$ cat config.mk
export PLATFORM = sky130hd
export DESIGN_NAME = bmpl_modmul
export DESIGN_NICKNAME = d
export VERILOG_FILES = /design/src/hdl/bmpl_pkg.sv /design/src/hdl/bmpl_modmul.sv
export SDC_FILE = /design/constraint.sdc
export NUM_CORES = 1
export LEC_CHECK = 0
export ABC_AREA = 1
export BUFFER_PORTS_ARGS = -buffer_cell sky130_fd_sc_hd__buf_2
export CORE_MARGIN = 4
export CORE_UTILIZATION = 58
export DETAILED_ROUTE_END_ITERATION = 10
export GPL_TIMING_DRIVEN = 0
export PLACE_DENSITY = 0.8
export SLEW_MARGIN = 20
export SYNTH_ARGS = -nofsm -noshare
export SYNTH_HDL_FRONTEND = slang
export SYNTH_SLANG_ARGS = --single-unit
$ cat constraint.sdc
create_clock -name clk_i -period 4.05 [get_ports clk_i]
set_input_delay 1.215 -clock clk_i [delete_from_list [all_inputs] [get_ports clk_i]]
set_output_delay 1.215 -clock clk_i [all_outputs]
set_load 0.01 [all_outputs]
$ cat src/hdl/bmpl_pkg.sv
// Shared widths, reset constant and the request type of the modular multiplier.
package bmpl_pkg;

  localparam int unsigned DigitW       = 10;
  localparam int unsigned ArgW         = 63;
  localparam logic [DigitW-1:0] ModulusReset = 10'd7;

  typedef struct packed {
    logic              start;
    logic [DigitW-1:0] a;
    logic [DigitW-1:0] b;
  } mm_req_t;

endpackage

$ cat src/hdl/bmpl_modmul.sv
// Shift-and-add modular multiplier, one bit of the first operand per cycle.
module bmpl_modmul (
  input  logic                            clk_i,
  input  logic                            rst_ni,
  input  bmpl_pkg::mm_req_t               req_i,
  input  logic [bmpl_pkg::DigitW-1:0]     modulus_i,
  output logic                            done_o,
  output logic [bmpl_pkg::DigitW-1:0]     result_o
);
  import bmpl_pkg::*;

  localparam int unsigned CntW = $clog2(DigitW + 1);

  logic              busy_q;
  logic [CntW-1:0]   cnt_q;
  logic [DigitW-1:0] acc_q, a_q, b_q;
  logic [DigitW+1:0] sum, p1, p2;
  logic [DigitW-1:0] acc_d;

  // The second operand must already be below the modulus, so the doubled
  // accumulator plus it stays below three times the modulus.
  always_comb begin
    p1  = {2'b00, modulus_i};
    p2  = {1'b0, modulus_i, 1'b0};
    sum = {1'b0, acc_q, 1'b0} + (a_q[DigitW-1] ? {2'b00, b_q} : '0);
    if (sum >= p2) begin
      acc_d = DigitW'(sum - p2);
    end else if (sum >= p1) begin
      acc_d = DigitW'(sum - p1);
    end else begin
      acc_d = DigitW'(sum);
    end
  end

  always_ff @(posedge clk_i or negedge rst_ni) begin
    if (!rst_ni) begin
      busy_q <= 1'b0;
      cnt_q  <= '0;
    end else if (req_i.start) begin
      busy_q <= 1'b1;
      cnt_q  <= CntW'(DigitW);
    end else if (busy_q) begin
      if (cnt_q == '0) begin
        busy_q <= 1'b0;
      end else begin
        cnt_q <= cnt_q - 1'b1;
      end
    end
  end

  always_ff @(posedge clk_i) begin
    if (req_i.start) begin
      acc_q <= '0;
      a_q   <= req_i.a;
      b_q   <= req_i.b;
    end else if (busy_q && cnt_q != '0) begin
      acc_q <= acc_d;
      a_q   <= {a_q[DigitW-2:0], 1'b0};
    end
  end

  assign done_o   = busy_q && (cnt_q == '0);
  assign result_o = acc_q;

endmodule

==> reports/qor.yml <==
outcome: "finished clean"
p_leak_nw: 1.97
n_antenna_cell: 0
synth-seq-cells: 35
synth_fp_nets: 487
hp-class: "reg -> reg"
setup_viol: 0
io_pins: 44
synthFlopType: "edfxtp_1"
synth.area.top_cells: "edfxtp_1 (20%), nand2_1 (14%), ha_1 (12%), inv_1 (8.3%), dfxtp_1 (6.5%)"
syn_inst: 421
cp_top_family: "simple AND/OR/NAND/NOR gates"
synth_async_sr_flop_share_pct: 14.3
fin_nets: 539
crit_type: "reg -> reg"
core_um2: 5110
arrival_ns: 3.93
ant_nets: 0
cts_inserted_buffers: 5
end_kind: "flip-flop"
vias_per_cell: 5.18
multi_input_area_um2: 1870
gr-usage-met2_pct: 38.0
drt-total-wl_mm: 7.01
required_ns: 4.22
period_needed_ns: 3.75
power.density_nw_per_um2: 722
synth_area_leader_cell: "edfxtp_1"
ir_worst_vdd_v: 0.000365
finalNonFillerCells: 544
fin_crit_sh_pct: 92.6
cts_tree: "yes"
grt_usage_pct: 22.9
slew_headroom_pct: 68.2
gr-usage-met1_pct: 31.8
netlist_area_um2: 3070
hp-start: "result_o[0]"
wire_per_inst_um: 12.9
yosysWarnings: 0
clk_pin_slew_worst_paths_ns: 0.07
worstSetupStartpointType: "flip-flop"
fillers: 456
synth-edff-count: 20
drive_above_1_share_pct: 16.0
cp_max_fo: 10
register_area_um2: 926
top_usage_layer: "met2"
grt_pass1_wl_mm: 11.8
cts_root_buffer: "clkbuf_8"
crit_path_max_incr_delay_ns: 0.43
rrSetupSlack_ns: 0.30
syn_to_final_growth_pct: 14.1
fin_skew_ns: 0.00767
routabilityCongestion: 0.950
fin_util_pct: 68.6
place_inst: 534
grt_max_degree: 15
holdBufCountCts: 0
io_buffer_count: 43
cts_max_level: 2
cap_violations: 0
critPathBufInv: 6
die_area_um2: 6520
rows: 26
reg2reg_from: "a_q[9]"
slew_viol_final: 0
fp.dieW_um: 80.8
insertion_delay_ns: 0.29
clock_path_buffers: 2
drt_pass1_iterations: 4
fmax_mhz: 267
synth_top_area_share_pct: 19.6
syn_avg_cell_area_um2: 7.30
worst_pin_slew_ns: 0.476
critPathLaunch: "a_q[9]"
drtIter0Drc: 206
overflow: 0
vias: 2817
dp_hpwl_mm: 5.76
initial_core_util_pct: 60.1
cp_cell_sequence: "clkbuf_4, nand2_1, inv_1, ha_2, inv_1, fa_1, nand3b_1, nand2_1, a21oi_1, xor2_1, inv_1, ha_1, nand2_1, inv_1, a21oi_1, nand3_1, nand2_1, nand3_2, nor2_8, buf_12, nand3_1, nand3_1, a21oi_1"
grt_pass1_vias: 2649
hold_viol: 0
fin_tns_setup_ns: 0
drcViolationCount: 0
antenna_found_initial: 0
clock_sinks: 35
die_height_um: 80.8
setup_ws_ns: 0.298
cp_slowest_cell: "fa_1"
use_met3_pct: 3.55
synth.distinct_cells: 35
pre_cts_ws_ns: 0.277
yosysSeqAreaShare_pct: 30.1
## what timing repair did
item                       4_1_cts  5_1_grt
setup endpoints to repair        0       10
gates resized for setup          0        5
setup buffers                    0        1
## cells in the final DEF, fill, tap and decap left out, drive strengths merged, types with 2 or more instances in the layout
| cell | instances |
|---|---|
| a21o | 4 |
| dfxtp | 10 |
| dfrtp | 5 |
| xnor2 | 5 |
| nand4 | 6 |
| ha | 30 |
| nor2 | 21 |
| clkbuf | 11 |
| nand3b | 3 |
| xor2 | 15 |
| clkinv | 2 |
| nand2 | 120 |
| inv | 71 |
| nand3 | 42 |
| o21ai | 14 |
| a21oi | 39 |
| fa | 3 |
| edfxtp | 20 |
| a22oi | 2 |
| buf | 44 |
| a31oi | 2 |
## power breakdown
group,switching [mW],leakage (nW),internal (mW)
clock,0.130,0.0418,0.120
sequential,0.0553,0.346,0.459
combinational,1.07,1.59,0.698
total,1.26,1.97,1.28
## cell type report
class,instances,area share [%]
Timing Repair Buffer,44,6.71
Clock buffer,5,1.96
Buffer,6,0.749
Tap cell,70,2.50
Clock inverter,3,0.571
Sequential cell,35,26.4
Inverter,71,7.74
Multi-Input combinational cell,310,53.4
## flip-flops by register name, indices dropped and copies added (netlist names)
register and count:
a_q 10, b_q 10, busy_q 1, cnt_q 4
result_o 10
## worst reg2reg max path, cell delays in order, from the launching register on
cell	delay (ns)
edfxtp_1	0.33
clkbuf_4	0.19
nand2_1	0.07
inv_1	0.06
ha_2	0.21
inv_1	0.07
fa_1	0.43
nand3b_1	0.18
nand2_1	0.14
a21oi_1	0.09
xor2_1	0.25
inv_1	0.11
ha_1	0.34
nand2_1	0.10
inv_1	0.04
a21oi_1	0.16
nand3_1	0.13
nand2_1	0.09
nand3_2	0.12
nor2_8	0.17
buf_12	0.13
nand3_1	0.06
nand3_1	0.09
a21oi_1	0.06
## cell usage after synthesis, types with 2 or more instances
cell type / count
nand4_1: 5
nand2_2: 4
xor2_1: 15
nor2_8: 2
nor2_1: 17
nor2_2: 2
dfrtp_1: 5
a22oi_1: 2
a31oi_1: 2
nand3_1: 38
xnor2_1: 5
nand2_4: 2
dfxtp_1: 10
o21ai_0: 13
nand3_2: 2
nand2_1: 114
a21oi_1: 37
inv_2: 2
ha_1: 30
edfxtp_1: 20
inv_1: 68
fa_1: 3
a21o_1: 4
a21oi_2: 2
clkbuf_1: 5
nand3b_1: 3
## stage by stage
stage / hold slack [ns] / power (mW) / cell area, um2
finish: 0.490 / 2.53 / 3510
global route: 0.525 / 2.80 / 3510
CTS: 0.482 / 2.46 / 3460
detailed placement: 0.471 / 2.20 / 3370
global placement: 0.467 / 2.17 / 3370
floorplan: 0.487 / 1.84 / 3070
## path summary, 6_finish.rpt
check	endpoint	cells past startpoint
hold / removal	result_o[0]	2
setup reg to reg	result_o[9]	23
hold reg to reg	result_o[0]	2
min in group asynchronous	cnt_q[3]	1
max in group asynchronous	busy_q	1
setup / recovery	result_o[9]	23
## metal layers
layer | wire, um | vias to the layer above
met2 | 3360 | 67
met4 | 65 | 0
li1 | - | 1480
met5 | 0 | -
met1 | 3200 | 1263
met3 | 390 | 7
## cells by family (layout without fill, tap and decap cells)
logic type	Yosys count	after routing	synth area share, %
adders and majority gates	33	33	14.2
DFF	35	35	30.1
xor gates and xnor gates	20	20	5.70
and+or+nand+nor	193	194	29.2
buffers and inverters	77	129	9.53
AOI/OAI and AO/OA	63	63	11.2
Note: power is estimated with default switching activity, not from simulation.
